$ cat src/sv/tpsc_pkg.sv
// Shared types, widths, codes and helpers for the triac phase-angle speed controller.
// No dependencies; every other file imports this package.
package tpsc_pkg;

  localparam int unsigned CMD_W      = 2;
  localparam int unsigned SPEED_W    = 15;
  localparam int unsigned KNOB_W     = 10;
  localparam int unsigned MODE_W     = 2;
  localparam int unsigned DELAY_W    = 16;
  localparam int unsigned DRIVE_W    = 16;
  localparam int unsigned MAXD_W     = 15;
  localparam int unsigned GAIN_W     = 16;
  localparam int unsigned OPND_W     = 17;
  localparam int unsigned ACC_W      = 36;
  localparam int unsigned FRAC_W     = 8;
  localparam int unsigned DELTA_W    = ACC_W - FRAC_W;
  localparam int unsigned SUM_W      = 29;
  localparam int unsigned FCOUNT_W   = 32;
  localparam int unsigned TICK_W     = 3;
  localparam int unsigned CFG_IDX_W  = 3;
  localparam int unsigned CFG_DATA_W = 16;

  localparam int unsigned TICKS_PER_UPDATE_DEF = 5;

  localparam logic [CMD_W-1:0] CMD_TICK  = 2'd0;
  localparam logic [CMD_W-1:0] CMD_ZERO  = 2'd1;
  localparam logic [CMD_W-1:0] CMD_FIRED = 2'd2;

  localparam logic [MODE_W-1:0] MODE_OFF = 2'd0;
  localparam logic [MODE_W-1:0] MODE_RUN = 2'd1;

  localparam logic [CFG_IDX_W-1:0] REG_MAX_DELAY    = 3'd0;
  localparam logic [CFG_IDX_W-1:0] REG_TARGET_SPEED = 3'd1;
  localparam logic [CFG_IDX_W-1:0] REG_KNOB_DIVISOR = 3'd2;
  localparam logic [CFG_IDX_W-1:0] REG_GAIN_P       = 3'd3;
  localparam logic [CFG_IDX_W-1:0] REG_GAIN_I       = 3'd4;
  localparam logic [CFG_IDX_W-1:0] REG_GAIN_D       = 3'd5;

  localparam logic [MAXD_W-1:0] MAX_DELAY_RST = 15'd18000;

  localparam logic signed [DRIVE_W-1:0]  STALL_DRIVE = 16'sd9000;
  localparam logic signed [DRIVE_W-1:0]  STALL_ERROR = 16'sd350;
  localparam logic [FCOUNT_W-1:0]        STALL_FIRES = 32'd400;

  typedef struct packed {
    logic                     start;
    logic signed [GAIN_W-1:0] gain_p;
    logic signed [GAIN_W-1:0] gain_i;
    logic signed [GAIN_W-1:0] gain_d;
    logic signed [OPND_W-1:0] err;
    logic signed [OPND_W-1:0] err_sum;
    logic signed [OPND_W-1:0] err_diff;
  } mac_req_t;

  function automatic logic signed [DRIVE_W-1:0] sat16(input logic signed [SUM_W-1:0] v);
    logic signed [DRIVE_W-1:0] r;
    if (v > SUM_W'(32'sd32767)) begin
      r = 16'sd32767;
    end else if (v < SUM_W'(-32'sd32768)) begin
      r = -16'sd32768;
    end else begin
      r = v[DRIVE_W-1:0];
    end
    return r;
  endfunction

endpackage

$ cat src/sv/tpsc_in_if.sv
// Input channel: command item with valid/ready handshake.
// Depends on tpsc_pkg for field widths.
interface tpsc_in_if;
  import tpsc_pkg::*;
  logic                 valid;
  logic                 ready;
  logic [CMD_W-1:0]     cmd;
  logic [SPEED_W-1:0]   speed_reading;
  logic [KNOB_W-1:0]    knob_reading;
  logic [MODE_W-1:0]    run_mode;
  modport source (output valid, cmd, speed_reading, knob_reading, run_mode, input ready);
  modport sink   (input valid, cmd, speed_reading, knob_reading, run_mode, output ready);
endinterface

$ cat src/sv/tpsc_out_if.sv
// Output channel: one result item per command, valid/ready handshake.
// Depends on tpsc_pkg for field widths.
interface tpsc_out_if;
  import tpsc_pkg::*;
  logic                       valid;
  logic                       ready;
  logic                       fire;
  logic [DELAY_W-1:0]         fire_delay;
  logic signed [DRIVE_W-1:0]  drive_level;
  logic                       fault;
  modport source (output valid, fire, fire_delay, drive_level, fault, input ready);
  modport sink   (input valid, fire, fire_delay, drive_level, fault, output ready);
endinterface

$ cat src/sv/triac_phase_pid_speed_control.sv
// Triac phase-angle speed controller with a PID speed loop.
// Depends on tpsc_pkg, tpsc_in_if, tpsc_out_if, tpsc_div and tpsc_mac.
//
// Every accepted command yields one result transfer. Zero crossings, fire events,
// unused commands and ticks that do not complete an update go from IDLE to OUT,
// where they reach the output register once it is free. A tick that completes an
// update runs the PID: the knob divide in the bit-serial divider (DIV), then the
// three gain products in the shared serial multiply-accumulate unit (MUL), one gain
// bit sweep per gain. In run mode the result passes through DIV, MUL, UPD and OUT;
// in the other modes the multiply is skipped (DIV, UPD, OUT). OUT waits while the
// previous result still waits for its transfer. A new command is taken once the
// previous one has reached the output register, even while that result waits for
// its transfer.
module triac_phase_pid_speed_control #(
  parameter int unsigned TICKS_PER_UPDATE = tpsc_pkg::TICKS_PER_UPDATE_DEF
) (
  input  logic                               clk_i,
  input  logic                               rst_ni,
  input  logic                               cfg_we_i,
  input  logic [tpsc_pkg::CFG_IDX_W-1:0]     cfg_idx_i,
  input  logic [tpsc_pkg::CFG_DATA_W-1:0]    cfg_data_i,
  tpsc_in_if.sink                            in_if,
  tpsc_out_if.source                         out_if
);
  import tpsc_pkg::*;

  localparam logic [2:0] S_IDLE = 3'd0;
  localparam logic [2:0] S_DIV  = 3'd1;
  localparam logic [2:0] S_MUL  = 3'd2;
  localparam logic [2:0] S_UPD  = 3'd3;
  localparam logic [2:0] S_OUT  = 3'd4;

  localparam logic [TICK_W-1:0] TICK_TOP = TICK_W'(TICKS_PER_UPDATE);

  logic [MAXD_W-1:0]          max_delay_q;
  logic [SPEED_W-1:0]         target_speed_q;
  logic [KNOB_W-1:0]          knob_divisor_q;
  logic signed [GAIN_W-1:0]   gain_p_q;
  logic signed [GAIN_W-1:0]   gain_i_q;
  logic signed [GAIN_W-1:0]   gain_d_q;

  logic [2:0]                 state_q;
  logic [TICK_W-1:0]          tick_q;
  logic signed [DRIVE_W-1:0]  drive_q;
  logic signed [DRIVE_W-1:0]  err_sum_q;
  logic signed [DRIVE_W-1:0]  last_err_q;
  logic signed [DRIVE_W-1:0]  err_q;
  logic signed [OPND_W-1:0]   err_diff_q;
  logic [FCOUNT_W-1:0]        fire_count_q;
  logic                       fault_q;
  logic [MODE_W-1:0]          mode_q;
  logic [SPEED_W-1:0]         speed_q;
  logic                       fire_q;
  logic [DELAY_W-1:0]         delay_q;

  logic                       out_valid_q;
  logic                       out_fire_q;
  logic [DELAY_W-1:0]         out_delay_q;
  logic signed [DRIVE_W-1:0]  out_drive_q;
  logic                       out_fault_q;

  logic                       accept;
  logic                       out_free;
  logic [TICK_W-1:0]          tick_next;
  logic                       div_start;
  logic                       div_done;
  logic [KNOB_W-1:0]          quotient;
  logic                       mac_done;
  logic signed [ACC_W-1:0]    acc;
  mac_req_t                   mac_req;

  logic signed [DRIVE_W-1:0]  max_ext;
  logic signed [DRIVE_W-1:0]  drive_clamp;
  logic signed [OPND_W-1:0]   err_raw;
  logic signed [DRIVE_W-1:0]  err_new;
  logic signed [DRIVE_W-1:0]  err_sum_new;
  logic signed [OPND_W-1:0]   err_diff_new;
  logic signed [DELTA_W-1:0]  delta;
  logic signed [DRIVE_W-1:0]  drive_new;
  logic                       stall;

  assign accept       = in_if.valid && in_if.ready;
  assign in_if.ready  = (state_q == S_IDLE);
  assign out_free     = !out_valid_q || out_if.ready;
  assign tick_next    = tick_q + 1'b1;
  assign div_start    = accept && !fault_q && (in_if.cmd == CMD_TICK) && (tick_next >= TICK_TOP);

  always_comb begin
    max_ext      = $signed({1'b0, max_delay_q});
    drive_clamp  = (drive_q > max_ext) ? max_ext : drive_q;
    err_raw      = $signed({2'b00, target_speed_q}) + $signed({7'b0, quotient})
                 - $signed({2'b00, speed_q});
    err_new      = sat16(SUM_W'(err_raw));
    err_sum_new  = sat16(SUM_W'(err_sum_q) + SUM_W'(err_new));
    err_diff_new = OPND_W'(err_new) - OPND_W'(last_err_q);
    delta        = acc[ACC_W-1:FRAC_W];
    if (acc[ACC_W-1] && (acc[FRAC_W-1:0] != '0)) begin
      delta = delta + DELTA_W'(1);
    end
    drive_new    = sat16(SUM_W'(drive_q) + SUM_W'(delta));
    stall        = (drive_q > STALL_DRIVE) && (err_q > STALL_ERROR)
                && (fire_count_q > STALL_FIRES);
  end

  always_comb begin
    mac_req          = '0;
    mac_req.start    = (state_q == S_DIV) && div_done && (mode_q == MODE_RUN);
    mac_req.gain_p   = gain_p_q;
    mac_req.gain_i   = gain_i_q;
    mac_req.gain_d   = gain_d_q;
    mac_req.err      = OPND_W'(err_new);
    mac_req.err_sum  = OPND_W'(err_sum_q);
    mac_req.err_diff = err_diff_q;
  end

  tpsc_div u_div (
    .clk_i      (clk_i),
    .rst_ni     (rst_ni),
    .start_i    (div_start),
    .dividend_i (in_if.knob_reading),
    .divisor_i  (knob_divisor_q),
    .done_o     (div_done),
    .quotient_o (quotient)
  );

  tpsc_mac u_mac (
    .clk_i  (clk_i),
    .rst_ni (rst_ni),
    .req_i  (mac_req),
    .done_o (mac_done),
    .acc_o  (acc)
  );

  always_ff @(posedge clk_i or negedge rst_ni) begin
    if (!rst_ni) begin
      max_delay_q    <= MAX_DELAY_RST;
      target_speed_q <= '0;
      knob_divisor_q <= KNOB_W'(1);
      gain_p_q       <= '0;
      gain_i_q       <= '0;
      gain_d_q       <= '0;
    end else if (cfg_we_i) begin
      case (cfg_idx_i)
        REG_MAX_DELAY:    max_delay_q    <= cfg_data_i[MAXD_W-1:0];
        REG_TARGET_SPEED: target_speed_q <= cfg_data_i[SPEED_W-1:0];
        REG_KNOB_DIVISOR: knob_divisor_q <= cfg_data_i[KNOB_W-1:0];
        REG_GAIN_P:       gain_p_q       <= $signed(cfg_data_i[GAIN_W-1:0]);
        REG_GAIN_I:       gain_i_q       <= $signed(cfg_data_i[GAIN_W-1:0]);
        REG_GAIN_D:       gain_d_q       <= $signed(cfg_data_i[GAIN_W-1:0]);
        default: ;
      endcase
    end
  end

  always_ff @(posedge clk_i or negedge rst_ni) begin
    if (!rst_ni) begin
      state_q      <= S_IDLE;
      tick_q       <= '0;
      drive_q      <= '0;
      err_sum_q    <= '0;
      last_err_q   <= '0;
      fire_count_q <= '0;
      fault_q      <= 1'b0;
      fire_q       <= 1'b0;
      delay_q      <= '0;
    end else begin
      case (state_q)
        S_IDLE: begin
          if (accept) begin
            fire_q  <= 1'b0;
            delay_q <= '0;
            state_q <= S_OUT;
            if (!fault_q) begin
              case (in_if.cmd)
                CMD_TICK: begin
                  if (tick_next >= TICK_TOP) begin
                    tick_q  <= '0;
                    state_q <= S_DIV;
                  end else begin
                    tick_q <= tick_next;
                  end
                end
                CMD_ZERO: begin
                  drive_q <= drive_clamp;
                  if (drive_clamp > 16'sd1) begin
                    fire_q  <= 1'b1;
                    delay_q <= DELAY_W'(max_ext - drive_clamp + 16'sd1);
                  end
                end
                CMD_FIRED: begin
                  if (in_if.run_mode == MODE_RUN) begin
                    fire_count_q <= fire_count_q + 1'b1;
                  end
                end
                default: ;
              endcase
            end
          end
        end
        S_DIV: begin
          if (div_done) begin
            err_sum_q <= err_sum_new;
            if (mode_q == MODE_RUN) begin
              state_q <= S_MUL;
            end else begin
              if (mode_q == MODE_OFF) begin
                err_sum_q <= '0;
                drive_q   <= '0;
              end
              state_q <= S_UPD;
            end
          end
        end
        S_MUL: begin
          if (mac_done) begin
            drive_q <= drive_new;
            state_q <= S_UPD;
          end
        end
        S_UPD: begin
          if (stall) begin
            drive_q <= '0;
            fault_q <= 1'b1;
          end else begin
            last_err_q <= err_q;
          end
          state_q <= S_OUT;
        end
        S_OUT: begin
          if (out_free) begin
            state_q <= S_IDLE;
          end
        end
        default: state_q <= S_IDLE;
      endcase
    end
  end

  always_ff @(posedge clk_i) begin
    if (accept) begin
      mode_q  <= in_if.run_mode;
      speed_q <= in_if.speed_reading;
    end
    if ((state_q == S_DIV) && div_done) begin
      err_q      <= err_new;
      err_diff_q <= err_diff_new;
    end
  end

  always_ff @(posedge clk_i or negedge rst_ni) begin
    if (!rst_ni) begin
      out_valid_q <= 1'b0;
    end else if ((state_q == S_OUT) && out_free) begin
      out_valid_q <= 1'b1;
    end else if (out_if.ready) begin
      out_valid_q <= 1'b0;
    end
  end

  always_ff @(posedge clk_i) begin
    if ((state_q == S_OUT) && out_free) begin
      out_fire_q  <= fire_q;
      out_delay_q <= delay_q;
      out_drive_q <= drive_q;
      out_fault_q <= fault_q;
    end
  end

  assign out_if.valid       = out_valid_q;
  assign out_if.fire        = out_fire_q;
  assign out_if.fire_delay  = out_delay_q;
  assign out_if.drive_level = out_drive_q;
  assign out_if.fault       = out_fault_q;

endmodule

$ cat src/sv/tpsc_div.sv
// Bit-serial restoring divider for the knob reading, one quotient bit per cycle.
// Depends on tpsc_pkg.
module tpsc_div (
  input  logic                          clk_i,
  input  logic                          rst_ni,
  input  logic                          start_i,
  input  logic [tpsc_pkg::KNOB_W-1:0]   dividend_i,
  input  logic [tpsc_pkg::KNOB_W-1:0]   divisor_i,
  output logic                          done_o,
  output logic [tpsc_pkg::KNOB_W-1:0]   quotient_o
);
  import tpsc_pkg::*;

  localparam int unsigned CNT_W = $clog2(KNOB_W);
  localparam logic [CNT_W-1:0] CNT_LAST = CNT_W'(KNOB_W - 1);

  logic                busy_q;
  logic                done_q;
  logic [CNT_W-1:0]    cnt_q;
  logic [KNOB_W-1:0]   rem_q;
  logic [KNOB_W-1:0]   quo_q;
  logic [KNOB_W-1:0]   div_q;
  logic [KNOB_W:0]     trial;
  logic                qbit;
  logic [KNOB_W:0]     rem_d;

  always_comb begin
    trial = {rem_q, quo_q[KNOB_W-1]};
    qbit  = trial >= {1'b0, div_q};
    rem_d = qbit ? trial - {1'b0, div_q} : trial;
  end

  always_ff @(posedge clk_i or negedge rst_ni) begin
    if (!rst_ni) begin
      busy_q <= 1'b0;
      done_q <= 1'b0;
      cnt_q  <= '0;
    end else begin
      done_q <= 1'b0;
      if (start_i) begin
        busy_q <= 1'b1;
        cnt_q  <= '0;
      end else if (busy_q) begin
        cnt_q <= cnt_q + 1'b1;
        if (cnt_q == CNT_LAST) begin
          busy_q <= 1'b0;
          done_q <= 1'b1;
        end
      end
    end
  end

  always_ff @(posedge clk_i) begin
    if (start_i) begin
      rem_q <= '0;
      quo_q <= dividend_i;
      div_q <= (divisor_i == '0) ? KNOB_W'(1) : divisor_i;
    end else if (busy_q) begin
      rem_q <= rem_d[KNOB_W-1:0];
      quo_q <= {quo_q[KNOB_W-2:0], qbit};
    end
  end

  assign done_o     = done_q;
  assign quotient_o = quo_q;

endmodule

$ cat src/sv/tpsc_mac.sv
// Serial shift-add multiply-accumulate of the three PID terms, one gain bit per cycle.
// Depends on tpsc_pkg (mac_req_t, widths).
module tpsc_mac (
  input  logic                               clk_i,
  input  logic                               rst_ni,
  input  tpsc_pkg::mac_req_t                 req_i,
  output logic                               done_o,
  output logic signed [tpsc_pkg::ACC_W-1:0]  acc_o
);
  import tpsc_pkg::*;

  localparam int unsigned CNT_W = $clog2(GAIN_W);
  localparam logic [CNT_W-1:0] CNT_LAST = CNT_W'(GAIN_W - 1);
  localparam logic [1:0] SEL_P = 2'd0;
  localparam logic [1:0] SEL_I = 2'd1;
  localparam logic [1:0] SEL_D = 2'd2;

  logic                     busy_q;
  logic                     done_q;
  logic [1:0]               sel_q;
  logic [CNT_W-1:0]         cnt_q;
  logic signed [ACC_W-1:0]  acc_q;
  logic signed [ACC_W-1:0]  mcand_q;
  logic [GAIN_W-1:0]        mplier_q;
  logic signed [ACC_W-1:0]  term;
  logic signed [ACC_W-1:0]  acc_d;
  logic signed [ACC_W-1:0]  next_mcand;
  logic [GAIN_W-1:0]        next_mplier;

  always_comb begin
    term  = mplier_q[0] ? mcand_q : '0;
    acc_d = (cnt_q == CNT_LAST) ? acc_q - term : acc_q + term;
    case (sel_q)
      SEL_P: begin
        next_mcand  = ACC_W'(req_i.err_sum);
        next_mplier = req_i.gain_i;
      end
      SEL_I: begin
        next_mcand  = ACC_W'(req_i.err_diff);
        next_mplier = req_i.gain_d;
      end
      default: begin
        next_mcand  = ACC_W'(req_i.err);
        next_mplier = req_i.gain_p;
      end
    endcase
  end

  always_ff @(posedge clk_i or negedge rst_ni) begin
    if (!rst_ni) begin
      busy_q <= 1'b0;
      done_q <= 1'b0;
      sel_q  <= SEL_P;
      cnt_q  <= '0;
    end else begin
      done_q <= 1'b0;
      if (req_i.start) begin
        busy_q <= 1'b1;
        sel_q  <= SEL_P;
        cnt_q  <= '0;
      end else if (busy_q) begin
        cnt_q <= cnt_q + 1'b1;
        if (cnt_q == CNT_LAST) begin
          if (sel_q == SEL_D) begin
            busy_q <= 1'b0;
            done_q <= 1'b1;
          end else begin
            sel_q <= sel_q + 1'b1;
          end
        end
      end
    end
  end

  always_ff @(posedge clk_i) begin
    if (req_i.start) begin
      acc_q    <= '0;
      mcand_q  <= ACC_W'(req_i.err);
      mplier_q <= req_i.gain_p;
    end else if (busy_q) begin
      acc_q <= acc_d;
      if (cnt_q == CNT_LAST) begin
        mcand_q  <= next_mcand;
        mplier_q <= next_mplier;
      end else begin
        mcand_q  <= mcand_q <<< 1;
        mplier_q <= mplier_q >> 1;
      end
    end
  end

  assign done_o = done_q;
  assign acc_o  = acc_q;

endmodule
$ cat src/flat_wrapper.sv
// flat-port wrapper written by rule: the top's interface ports become plain ports
module triac_phase_pid_speed_control_flat import tpsc_pkg::*;
#(
  parameter int unsigned TICKS_PER_UPDATE = tpsc_pkg::TICKS_PER_UPDATE_DEF
)
  (clk_i, rst_ni, cfg_we_i, cfg_idx_i, cfg_data_i, in_if_valid, in_if_cmd, in_if_speed_reading, in_if_knob_reading, in_if_run_mode, in_if_ready, out_if_valid, out_if_fire, out_if_fire_delay, out_if_drive_level, out_if_fault, out_if_ready);
  tpsc_in_if in_if_i ();
  tpsc_out_if out_if_i ();
  input  logic clk_i;
  input  logic rst_ni;
  input  logic cfg_we_i;
  input  logic [tpsc_pkg::CFG_IDX_W-1:0] cfg_idx_i;
  input  logic [tpsc_pkg::CFG_DATA_W-1:0] cfg_data_i;
  input wire logic [$bits(in_if_i.valid)-1:0] in_if_valid;
  input wire logic [$bits(in_if_i.cmd)-1:0] in_if_cmd;
  input wire logic [$bits(in_if_i.speed_reading)-1:0] in_if_speed_reading;
  input wire logic [$bits(in_if_i.knob_reading)-1:0] in_if_knob_reading;
  input wire logic [$bits(in_if_i.run_mode)-1:0] in_if_run_mode;
  output wire logic [$bits(in_if_i.ready)-1:0] in_if_ready;
  output wire logic [$bits(out_if_i.valid)-1:0] out_if_valid;
  output wire logic [$bits(out_if_i.fire)-1:0] out_if_fire;
  output wire logic [$bits(out_if_i.fire_delay)-1:0] out_if_fire_delay;
  output wire logic [$bits(out_if_i.drive_level)-1:0] out_if_drive_level;
  output wire logic [$bits(out_if_i.fault)-1:0] out_if_fault;
  input wire logic [$bits(out_if_i.ready)-1:0] out_if_ready;
  assign in_if_i.valid = in_if_valid;
  assign in_if_i.cmd = in_if_cmd;
  assign in_if_i.speed_reading = in_if_speed_reading;
  assign in_if_i.knob_reading = in_if_knob_reading;
  assign in_if_i.run_mode = in_if_run_mode;
  assign in_if_ready = in_if_i.ready;
  assign out_if_valid = out_if_i.valid;
  assign out_if_fire = out_if_i.fire;
  assign out_if_fire_delay = out_if_i.fire_delay;
  assign out_if_drive_level = out_if_i.drive_level;
  assign out_if_fault = out_if_i.fault;
  assign out_if_i.ready = out_if_ready;
  triac_phase_pid_speed_control #(.TICKS_PER_UPDATE(TICKS_PER_UPDATE)) u_core (.clk_i(clk_i), .rst_ni(rst_ni), .cfg_we_i(cfg_we_i), .cfg_idx_i(cfg_idx_i), .cfg_data_i(cfg_data_i), .in_if(in_if_i), .out_if(out_if_i));
endmodule
$ cat config.mk
export PLATFORM = sky130hd
export DESIGN_NAME = triac_phase_pid_speed_control_flat
export DESIGN_NICKNAME = d
export VERILOG_FILES = /design/src/sv/tpsc_pkg.sv /design/src/sv/tpsc_in_if.sv /design/src/sv/tpsc_out_if.sv /design/src/sv/triac_phase_pid_speed_control.sv /design/src/sv/tpsc_div.sv /design/src/sv/tpsc_mac.sv /design/src/flat_wrapper.sv
export SDC_FILE = /design/constraint.sdc
export NUM_CORES = 1
export LEC_CHECK = 0
export BUFFER_PORTS_ARGS = -buffer_cell sky130_fd_sc_hd__buf_4
export CAP_MARGIN = 20
export CORE_MARGIN = 3
export CORE_UTILIZATION = 50
export CTS_CLUSTER_SIZE = 28
export DETAILED_ROUTE_END_ITERATION = 6
export PLACE_DENSITY = 0.73
export SLEW_MARGIN = 10
export SYNTH_ARGS = -nofsm -noshare
export SYNTH_HDL_FRONTEND = slang
export SYNTH_SLANG_ARGS = --single-unit
$ cat constraint.sdc
create_clock -name clk_i -period 7.9 [get_ports clk_i]
set_input_delay 0.395 -clock clk_i [delete_from_list [all_inputs] [get_ports clk_i]]
set_output_delay 0.395 -clock clk_i [all_outputs]
set_load 0.005 [all_outputs]
==> results.json, run 1 <==
{
  "status": "finished clean",
  "cts_buffers": 46,
  "ios": 89,
  "cp-start-kind": "flip-flop",
  "r2r_start": "u_core.u_div.quotient_o[4]",
  "setup_tns_ns": 0,
  "grt_setup_unrepaired": "no",
  "post-route-period-util_pct": 89.3,
  "reg2reg_to": "u_core.err_sum_q[7]",
  "drc": 0,
  "avgSynthCellArea_um2": 9.71,
  "final_util_pct": 56.7,
  "grt_overflow_total": 0,
  "syn_nets": 2886,
  "yosysWarnings": 0,
  "irDropWorstVdd_v": 0.000283,
  "syn_inst": 2634,
  "root_buffer": "clkbuf_16",
  "period_minus_slack_ns": 7.06,
  "crit_family": "compound AO/OA/AOI/OAI gates",
  "final_nets": 2960,
  "grt_start_max_net_pins": 99,
  "yosysTopAreaCellShare_pct": 19.7,
  "grt_pass1_wl_mm": 105,
  "clk_path_buf_depth": 3,
  "cp_slowest_stage_delay_ns": 0.55,
  "synth-main-ff-cell": "dfrtp_1",
  "port_buffers": 88,
  "cap_violations": 0,
  "end_kind": "flip-flop",
  "clk_latency_ns": 0.60,
  "critPathKind": "flip-flop to flip-flop",
  "yosysTopAreaCell": "dfrtp_1",
  "wire_per_inst_um": 19.1,
  "hold_start": "in_if_run_mode[0]",
  "final-setup-viol-count": 0,
  "cts_tree": "built",
  "gp_congestion": 0.920,
  "fp.dieH_um": 232,
  "mostFrequentLayoutCells": "249 x nor2_1, 219 x nand2_1, 201 x dfrtp_1",
  "initial_core_util_pct": 50.8,
  "fmax_mhz": 142,
  "row_count": 82,
  "p_leak_nw": 12.4,
  "drive_gt1_share_pct": 11.7,
  "dpl.hpwl_mm": 47.3,
  "grt_antenna_before_repair": 1,
  "synth_area_leaders": "dfrtp_1 20%, edfxtp_1 18%, ha_1 8.9%",
  "synthToLayoutAreaGrowth_pct": 11.7,
  "core-area_um2": 50400,
  "seq_area_frac_synth_pct": 42.2,
  "power.density_nw_per_um2": 397,
  "async_reset_ff_share_pct": 50.6,
  "slew_headroom_pct": 27.9,
  "path_clk_slew_ns": 0.06,
  "ys_types": 88,
  "hold_depth": 1,
  "r2r_cells": 26,
  "grt_usage_pct": 24.0,
  "die_area_um2": 53900,
  "arrival_ns": 7.58,
  "synth-seq-cells": 409,
  "final_common_cell": "nor2_1",
  "hold_viol": 0,
  "drtIter0Drc": 1613,
  "first_pass_iters": 7,
  "holdWs_ns": 0.0430,
  "cp_max_fo": 15,
  "grt_pass1_vias": 20300,
  "cts_setup_buffers": 0,
  "clock_skew_ns": 0.0277,
  "cts_htree_levels": 2,
  "min_path_type": "primary input to flip-flop",
  "tightest_slew_ns": 1.08,
  "totalWireLength_mm": 65.2,
  "crit_buf_inv": 4,
  "cts_num_sinks": 409,
  "maxSlewViolCount": 0,
  "cp.required_ns": 8.42,
  "min_to": "u_core.mode_q[0]",
  "synth_edf_count": 156,
  "reg2reg_slack_ns": 0.84,
  "synth_area_um2": 25600,
  "antenna_left": 0,
  "die_x_um": 232,
  "dr_total_vias": 20500,
  "vias_per_cell": 6.00,
  "cpMaxStageDelayCell": "a2111oi_2",
  "antenna_cells": 0
}
## cell type report
class	instances	area, um2
Timing Repair Buffer	134	1050
Inverter	162	608
Fill cell	4277	21800
Multi-Input combinational cell	1955	13800
Tap cell	672	841
Sequential cell	409	10800
Clock inverter	20	258
Clock buffer	66	1260
## registers in the layout (all words and copies together) (netlist names), 10 cells and up
register	count
u_core.u_mac.mplier_q	16
u_core.u_mac.mcand_q	36
u_core.err_q	16
u_core.gain_d_q	16
u_core.u_div.rem_q	10
u_core.speed_q	15
u_core.target_speed_q	15
u_core.u_div.div_q	10
u_core.u_mac.acc_o	36
u_core.gain_p_q	16
u_core.drive_q	16
u_core.u_div.quotient_o	10
u_core.max_delay_q	15
u_core.knob_divisor_q	10
u_core.err_diff_q	17
u_core.out_if.fire_delay	16
u_core.delay_q	16
u_core.out_if.drive_level	16
u_core.fire_count_q	32
u_core.gain_i_q	16
u_core.err_sum_q	16
u_core.last_err_q	16
## cell families after synthesis
kind of cell               share of synthesized area (%)
xor gates and xnor gates                            6.19
and+or+nand+nor                                     14.7
muxes                                               5.20
buffers and inverters                               4.11
adders and majority gates                           10.4
DFF                                                 42.2
AOI/OAI and AO/OA                                   17.2
## Yosys cell counts, types with 27 or more instances
cell        n
nor2_1    249
nand2_1   220
dfrtp_1   201
ha_1      182
a21oi_1   160
inv_1     159
edfxtp_1  156
o21ai_0   132
xnor2_1   111
mux2_2     87
clkbuf_1   81
xor2_1     68
nand3_1    63
nor3_1     62
a21o_1     53
dfxtp_1    46
o21a_1     45
mux2i_1    35
nand4_1    35
a221oi_1   32
and3_1     27
nor2b_1    27
## stage by stage
stage / total power (W) / instance area (um2) / instances / setup WS (ns)
2_1_floorplan: 0.00754 / 25600 / 2634 / 1.82
6_report: 0.0113 / 28600 / 3418 / 0.844
3_3_place_gp: 0.00890 / 26900 / 3314 / 0.740
5_1_grt: 0.0122 / 28600 / 3418 / 0.0642
4_1_cts: 0.0113 / 28600 / 3418 / 0.882
3_5_place_dp: 0.00910 / 26900 / 3316 / 0.928
## how the worst max path moves through the flow
stage | start | endpoint | slack [ns] | depth (start not counted)
6_report | u_core.u_div.quotient_o[4] | u_core.err_sum_q[7] | 0.84 | 26
5_1_grt | u_core.u_div.quotient_o[4] | u_core.err_sum_q[8] | 0.06 | 26
4_1_cts | u_core.u_div.quotient_o[4] | u_core.err_sum_q[9] | 0.88 | 26
3_5_place_dp | u_core.u_div.quotient_o[4] | u_core.err_sum_q[7] | 0.93 | 26
3_3_place_gp | u_core.u_div.quotient_o[4] | u_core.err_sum_q[14] | 0.74 | 25
2_1_floorplan | u_core.u_div.quotient_o[4] | u_core.err_sum_q[10] | 1.82 | 26
## layer usage
layer / up-vias / track usage [%] / routed length, um
met5: - / 0 / 0
met4: 0 / 8.48 / 2020
met3: 138 / 4.02 / 4320
met2: 619 / 40.1 / 31000
met1: 10000 / 31.4 / 27800
li1: 9707 / - / -
## report_power, final
part	leakage (nW)	internal (W)	switching (W)
Combinational	7.17	0.00251	0.00354
Sequential	4.48	0.00279	0.000371
Clock	0.727	0.00125	0.000893
## repair_timing
action / in CTS / in global routing
hold buffers: 16 / 0
gates resized for setup: 0 / 0
hold endpoints to repair: 111 / 0
Power figures use the tool's default switching activity.
==> inputs of run 2 (changes only) <==
--- a/config.mk
+++ b/config.mk
@@ -5,6 +5,7 @@
 export SDC_FILE = /design/constraint.sdc
 export NUM_CORES = 1
 export LEC_CHECK = 0
+export ABC_AREA = 1
 export BUFFER_PORTS_ARGS = -buffer_cell sky130_fd_sc_hd__buf_4
 export CAP_MARGIN = 20
 export CORE_MARGIN = 3
==> results.json, run 2 <==
{
  "status": "finished clean",
  "reg2reg_to": "u_core.err_sum_q[0]",
  "dr_total_vias": 23600,
  "clock_skew_ns": 0.0283,
  "final-setup-viol-count": 0,
  "clk_latency_ns": 0.60,
  "setup_tns_ns": 0,
  "finalPower_w": 0.0143,
  "hold_viol": 0,
  "seq_area_frac_synth_pct": 39.3,
  "drtIter0Drc": 1770,
  "grt_pass1_vias": 22400,
  "synthToLayoutAreaGrowth_pct": 11.0,
  "grt_pass1_wl_mm": 114,
  "drc": 0,
  "totalWireLength_mm": 70.9,
  "min_path_type": "primary input to flip-flop",
  "final_util_pct": 56.3,
  "finalInstanceArea_um2": 30500,
  "reg2reg_slack_ns": 2.23,
  "final_common_cell": "nand2_1",
  "cp.required_ns": 8.39,
  "synth_area_leaders": "dfrtp_1 18%, edfxtp_1 17%, nand2_1 13%",
  "critPathKind": "flip-flop to flip-flop",
  "min_to": "u_core.out_if.valid",
  "ios": 89,
  "p_seq_share_pct": 24.2,
  "first_pass_iters": 5,
  "grt_antenna_before_repair": 3,
  "initial_core_util_pct": 50.8,
  "cpMaxStageDelayCell": "fa_1",
  "regArea_um2": 10800,
  "combPwrFrac_pct": 60.9,
  "die_area_um2": 57800,
  "syn_inst": 3610,
  "swShare_pct": 48.5,
  "yosys-top-cells-count": "946 x nand2_1, 539 x inv_1, 306 x nor2_1",
  "avgSynthCellArea_um2": 7.61,
  "grt_setup_unrepaired": "no",
  "grt_usage_pct": 24.6,
  "holdWs_ns": 0.0885,
  "die_x_um": 240,
  "maxSlewViolCount": 0,
  "ys_types": 62,
  "yosysWarnings": 0,
  "cap_violations": 0,
  "intPower_w": 0.00738,
  "clkPwrFrac_pct": 14.9,
  "clk_path_buf_depth": 3,
  "cts_setup_buffers": 0,
  "row_count": 85,
  "wire_per_inst_um": 16.1,
  "cp-start-kind": "flip-flop",
  "synth-seq-cells": 409,
  "yosysMostFrequentCell": "nand2_1",
  "post-route-period-util_pct": 71.8,
  "dpl.hpwl_mm": 52.1,
  "end_kind": "flip-flop",
  "period_minus_slack_ns": 5.67,
  "grt_start_max_net_pins": 90,
  "busiest_layer": "met2",
  "hold_depth": 4,
  "fmax_mhz": 176,
  "fp.dieH_um": 240,
  "multi_input_area_um2": 14200,
  "cp_slowest_stage_delay_ns": 0.54,
  "vias_per_cell": 5.34,
  "yosysTopAreaCell": "dfrtp_1",
  "r2r_start": "u_core.u_div.quotient_o[1]",
  "crit_buf_inv": 3,
  "power.density_nw_per_um2": 470,
  "arrival_ns": 6.17,
  "irDropWorstVdd_v": 0.000618,
  "mostFrequentLayoutCells": "944 x nand2_1, 539 x inv_1, 303 x nor2_1",
  "cts_buffers": 45,
  "syn_nets": 3862,
  "crit_top_cell": "nand2_1",
  "cts_num_sinks": 409,
  "cts_tree": "built",
  "core-area_um2": 54100,
  "async_reset_ff_share_pct": 50.6,
  "path_clk_slew_ns": 0.06,
  "gr-usage-met3_pct": 3.11,
  "cts_htree_levels": 2,
  "drive_gt1_share_pct": 6.96,
  "antenna_left": 0,
  "hold_start": "out_if_ready",
  "gp_congestion": 0.923,
  "p_switching_w": 0.00696,
  "port_buffers": 88,
  "grt_overflow_total": 0,
  "synth_edf_count": 156,
  "tightest_slew_ns": 1.04,
  "r2r_cells": 26,
  "yosysTopAreaCellShare_pct": 18.3,
  "antenna_cells": 0,
  "crit_family": "simple AND/OR/NAND/NOR gates",
  "place_area_um2": 28800,
  "fillers": 5068,
  "p_leak_nw": 15.5,
  "slew_headroom_pct": 30.9,
  "synth-main-ff-cell": "dfrtp_1",
  "met1_usage_pct": 34.0,
  "grt_util_met2_pct": 40.1,
  "final_nets": 3937,
  "root_buffer": "clkbuf_16",
  "synth_area_um2": 27500,
  "cp_max_fo": 16
}
-- run 2: cell count changes after synthesis, moves of 29 or more --
cell      before  now
a21o_1        53    6
a21oi_1      160  203
a221oi_1      32    3
inv_1        159  539
mux2_2        87    0
mux2i_1       35    0
nand2_1      220  946
nand3_1       63  145
nor2_1       249  306
o21ai_0      132  225
xnor2_1      111   46
xor2_1        68  140
-- run 2: worst max-delay path by stage --
stage                          startpoint                  end  slack [ns]  cells after the start
2_1_floorplan           u_core.speed_q[1]  u_core.err_sum_q[3]        3.06                     28
3_3_place_gp            u_core.speed_q[1]  u_core.err_sum_q[0]        2.38                     24
3_5_place_dp   u_core.u_div.quotient_o[1]  u_core.err_sum_q[0]        2.30                     25
4_1_cts        u_core.u_div.quotient_o[1]  u_core.err_sum_q[0]        2.25                     25
5_1_grt        u_core.u_div.quotient_o[1]  u_core.err_sum_q[0]        1.70                     25
6_report       u_core.u_div.quotient_o[1]  u_core.err_sum_q[0]        2.23                     26
-- run 2: what timing repair did --
item | CTS | global route
gates resized for setup | 0 | 0
hold buffers | 18 | 0
endpoints found under the hold margin | 103 | 0
-- run 2: worst min-delay path, delay by kind of cell --
family	cells	cell delay, ns
buffers and inverters	2	0.15
AND/OR/NAND/NOR	2	0.11
-- run 2: power by group through the flow --
stage	Sequential, W	Combinational (W)	Clock, W
3_3_place_gp	0.00348	0.00851	0
6_report	0.00347	0.00872	0.00214
5_1_grt	0.00352	0.00995	0.00226
2_1_floorplan	0.00333	0.00669	0
3_5_place_dp	0.00349	0.00859	0
4_1_cts	0.00346	0.00868	0.00218
-- run 2: kinds of logic after synthesis --
kind of cell	synth area share, %
simple gates	23.3
buf+inv	9.25
compound gates	12.7
flops	39.3
fa+ha+maj	9.53
xor+xnor	5.93
-- run 2: stage by stage --
stage / std cells / worst slack (ns)
after floorplan: 3610 / 3.06
after global placement: 4313 / 2.38
after detailed placement: 4313 / 2.30
after CTS: 4415 / 2.25
after global routing: 4418 / 1.70
final: 4418 / 2.23
-- run 2: layer usage --
metal  part of all wire [%]  wire (um)
met1                     46      32500
met2                     46      32300
met3                    5.5       3900
met4                    3.1       2220
met5                      0          0
-- run 2: area by class of cell --
cell class	instances	area share, %
Clock buffer	55	3.98
Sequential cell	409	35.4
Inverter	562	6.92
Clock inverter	29	0.935
Multi-Input combinational cell	2537	46.4
Tap cell	696	2.86
Timing Repair Buffer	130	3.49
==> inputs of run 3 (changes only) <==
--- a/config.mk
+++ b/config.mk
@@ -5,7 +5,7 @@
 export SDC_FILE = /design/constraint.sdc
 export NUM_CORES = 1
 export LEC_CHECK = 0
-export ABC_AREA = 1
+export ABC_AREA = 0
 export BUFFER_PORTS_ARGS = -buffer_cell sky130_fd_sc_hd__buf_4
 export CAP_MARGIN = 20
 export CORE_MARGIN = 3
==> constraint.sdc (replaced) <==
create_clock -name clk_i -period 5.8 [get_ports clk_i]
set_input_delay 0.29 -clock clk_i [delete_from_list [all_inputs] [get_ports clk_i]]
set_output_delay 0.29 -clock clk_i [all_outputs]
set_load 0.005 [all_outputs]
==> results.json, run 3 (synthesis results as in run 1) <==
{
  "status": "finished clean",
  "totalWireLength_mm": 66.6,
  "p_switching_w": 0.00695,
  "slew_headroom_pct": 31.9,
  "final-setup-viol-count": 0,
  "cp.required_ns": 6.26,
  "die_x_um": 232,
  "power.density_nw_per_um2": 559,
  "place_inst": 3395,
  "grt_start_max_net_pins": 103,
  "final_nets": 3067,
  "cp_slowest_stage_delay_ns": 0.54,
  "row_count": 82,
  "grt_setup_unrepaired": "yes",
  "grt_usage_pct": 24.3,
  "grt_overflow_total": 0,
  "intPower_w": 0.00968,
  "fmax_mhz": 173,
  "place_area_um2": 27500,
  "antenna_left": 0,
  "dpl.hpwl_mm": 48.0,
  "fin_ws_ns": 0.0243,
  "clk_latency_ns": 0.59,
  "mostFrequentLayoutCells": "248 x nor2_1, 216 x nand2_1, 204 x buf_4",
  "crit_family": "compound AO/OA/AOI/OAI gates",
  "gp_congestion": 0.921,
  "post-route-period-util_pct": 99.6,
  "swShare_pct": 41.8,
  "wire_per_inst_um": 18.9,
  "fp.dieH_um": 232,
  "first_pass_iters": 5,
  "cts_buffers": 43,
  "crit_top_cell": "a2111oi_4",
  "cpMaxStageDelayCell": "fa_1",
  "clkPwrFrac_pct": 17.1,
  "clk_path_buf_depth": 3,
  "min_path_type": "primary input to flip-flop",
  "hold_viol": 0,
  "p_seq_share_pct": 25.6,
  "drtIter0Drc": 2057,
  "initial_core_util_pct": 50.8,
  "critPathKind": "flip-flop to flip-flop",
  "ios": 89,
  "cts_tree": "built",
  "finalInstanceArea_um2": 29700,
  "period_minus_slack_ns": 5.78,
  "maxSlewViolCount": 0,
  "cp-start-kind": "flip-flop",
  "final_common_cell": "nor2_1",
  "grt_antenna_before_repair": 0,
  "path_clk_slew_ns": 0.06,
  "drc": 0,
  "fin_cells": 3522,
  "dr_total_vias": 21000,
  "arrival_ns": 6.24,
  "antenna_cells": 0,
  "end_kind": "flip-flop",
  "die_area_um2": 53900,
  "finalPower_w": 0.0166,
  "cts_num_sinks": 409,
  "grt_pass1_wl_mm": 107,
  "cp_max_fo": 7,
  "port_buffers": 88,
  "cap_violations": 0,
  "crit_buf_inv": 5,
  "final_util_pct": 59.0,
  "cts_htree_levels": 2,
  "tightest_slew_ns": 1.02,
  "core-area_um2": 50400,
  "dp_slack_ns": -0.496,
  "p_leak_nw": 12.9,
  "clock_skew_ns": 0.0279,
  "fillers": 4111,
  "combPwrFrac_pct": 57.3,
  "irDropWorstVdd_v": 0.000439,
  "root_buffer": "clkbuf_16",
  "synthToLayoutAreaGrowth_pct": 16.2,
  "grt_pass1_vias": 20600,
  "drive_gt1_share_pct": 15.9,
  "vias_per_cell": 5.97
}
## run 3: cell count changes in the layout (fill, tap and decap cells not counted), sizes merged, moves of 87 or more
cell	delta
buf	+96
mux2	+87
inv	-395
nand2	-739
o21ai	-98
nand3	-87
## run 3: timing repair
action,4_1_cts,5_1_grt
hold endpoints to repair,137,0
pin swaps,6,22
resized for setup,10,40
hold buffers,34,0
setup buffers,3,22
setup endpoints to repair,21,41
cloned,0,1
## run 3: metal layers
layer / part of all wire (%) / wire (um) / up-vias / track usage (%)
met5: 0 / 0 / - / 0
met4: 2.7 / 1820 / 0 / 7.73
met3: 5.7 / 3780 / 140 / 3.30
met2: 49 / 32300 / 682 / 41.7
met1: 43 / 28700 / 10300 / 31.9
li1: - / - / 9908 / -
## run 3: final timing paths
check	slack [ns]	to	startpoint	cells past startpoint
worst max-delay path	0.02	u_core.err_sum_q[13]	u_core.u_div.quotient_o[5]	26
worst min-delay path	0.02	u_core.gain_p_q[10]	cfg_data_i[10]	2
worst max register to register	0.02	u_core.err_sum_q[13]	u_core.u_div.quotient_o[5]	26
worst min register to register	0.45	u_core.out_if.fire_delay[5]	u_core.delay_q[5]	0
max in group asynchronous	4.33	u_core.u_mac.busy_q	rst_ni	4
min in group asynchronous	0.29	u_core.u_div.cnt_q[0]	rst_ni	2
## run 3: per-stage QoR
step / hold WS (ns) / TNS [ns]
6_report: 0.0241 / 0
3_3_place_gp: 0.418 / -4.35
2_1_floorplan: -0.00559 / 0
5_1_grt: 0.00442 / -3.38
3_5_place_dp: 0.419 / -7.34
4_1_cts: 0.000864 / 0
## run 3: area by class of cell
type / instances / area, um2 / area share [%]
inverters: 162 / 608 / 2.05
repair buffers: 244 / 1980 / 6.68
clock inverters: 19 / 186 / 0.627
clock buffers: 61 / 1270 / 4.26
flip-flops and latches: 409 / 10800 / 36.3
multi-input cells: 1955 / 14000 / 47.2
well taps: 672 / 841 / 2.83
## run 3: power by group through the flow
stage	sequential, W	combinational [W]	clock, W
detailed placement	0.00430	0.00890	0
global route	0.00432	0.0104	0.00301
finish	0.00426	0.00953	0.00284
floorplan	0.00417	0.00614	0
global placement	0.00427	0.00859	0
CTS	0.00425	0.00906	0.00289
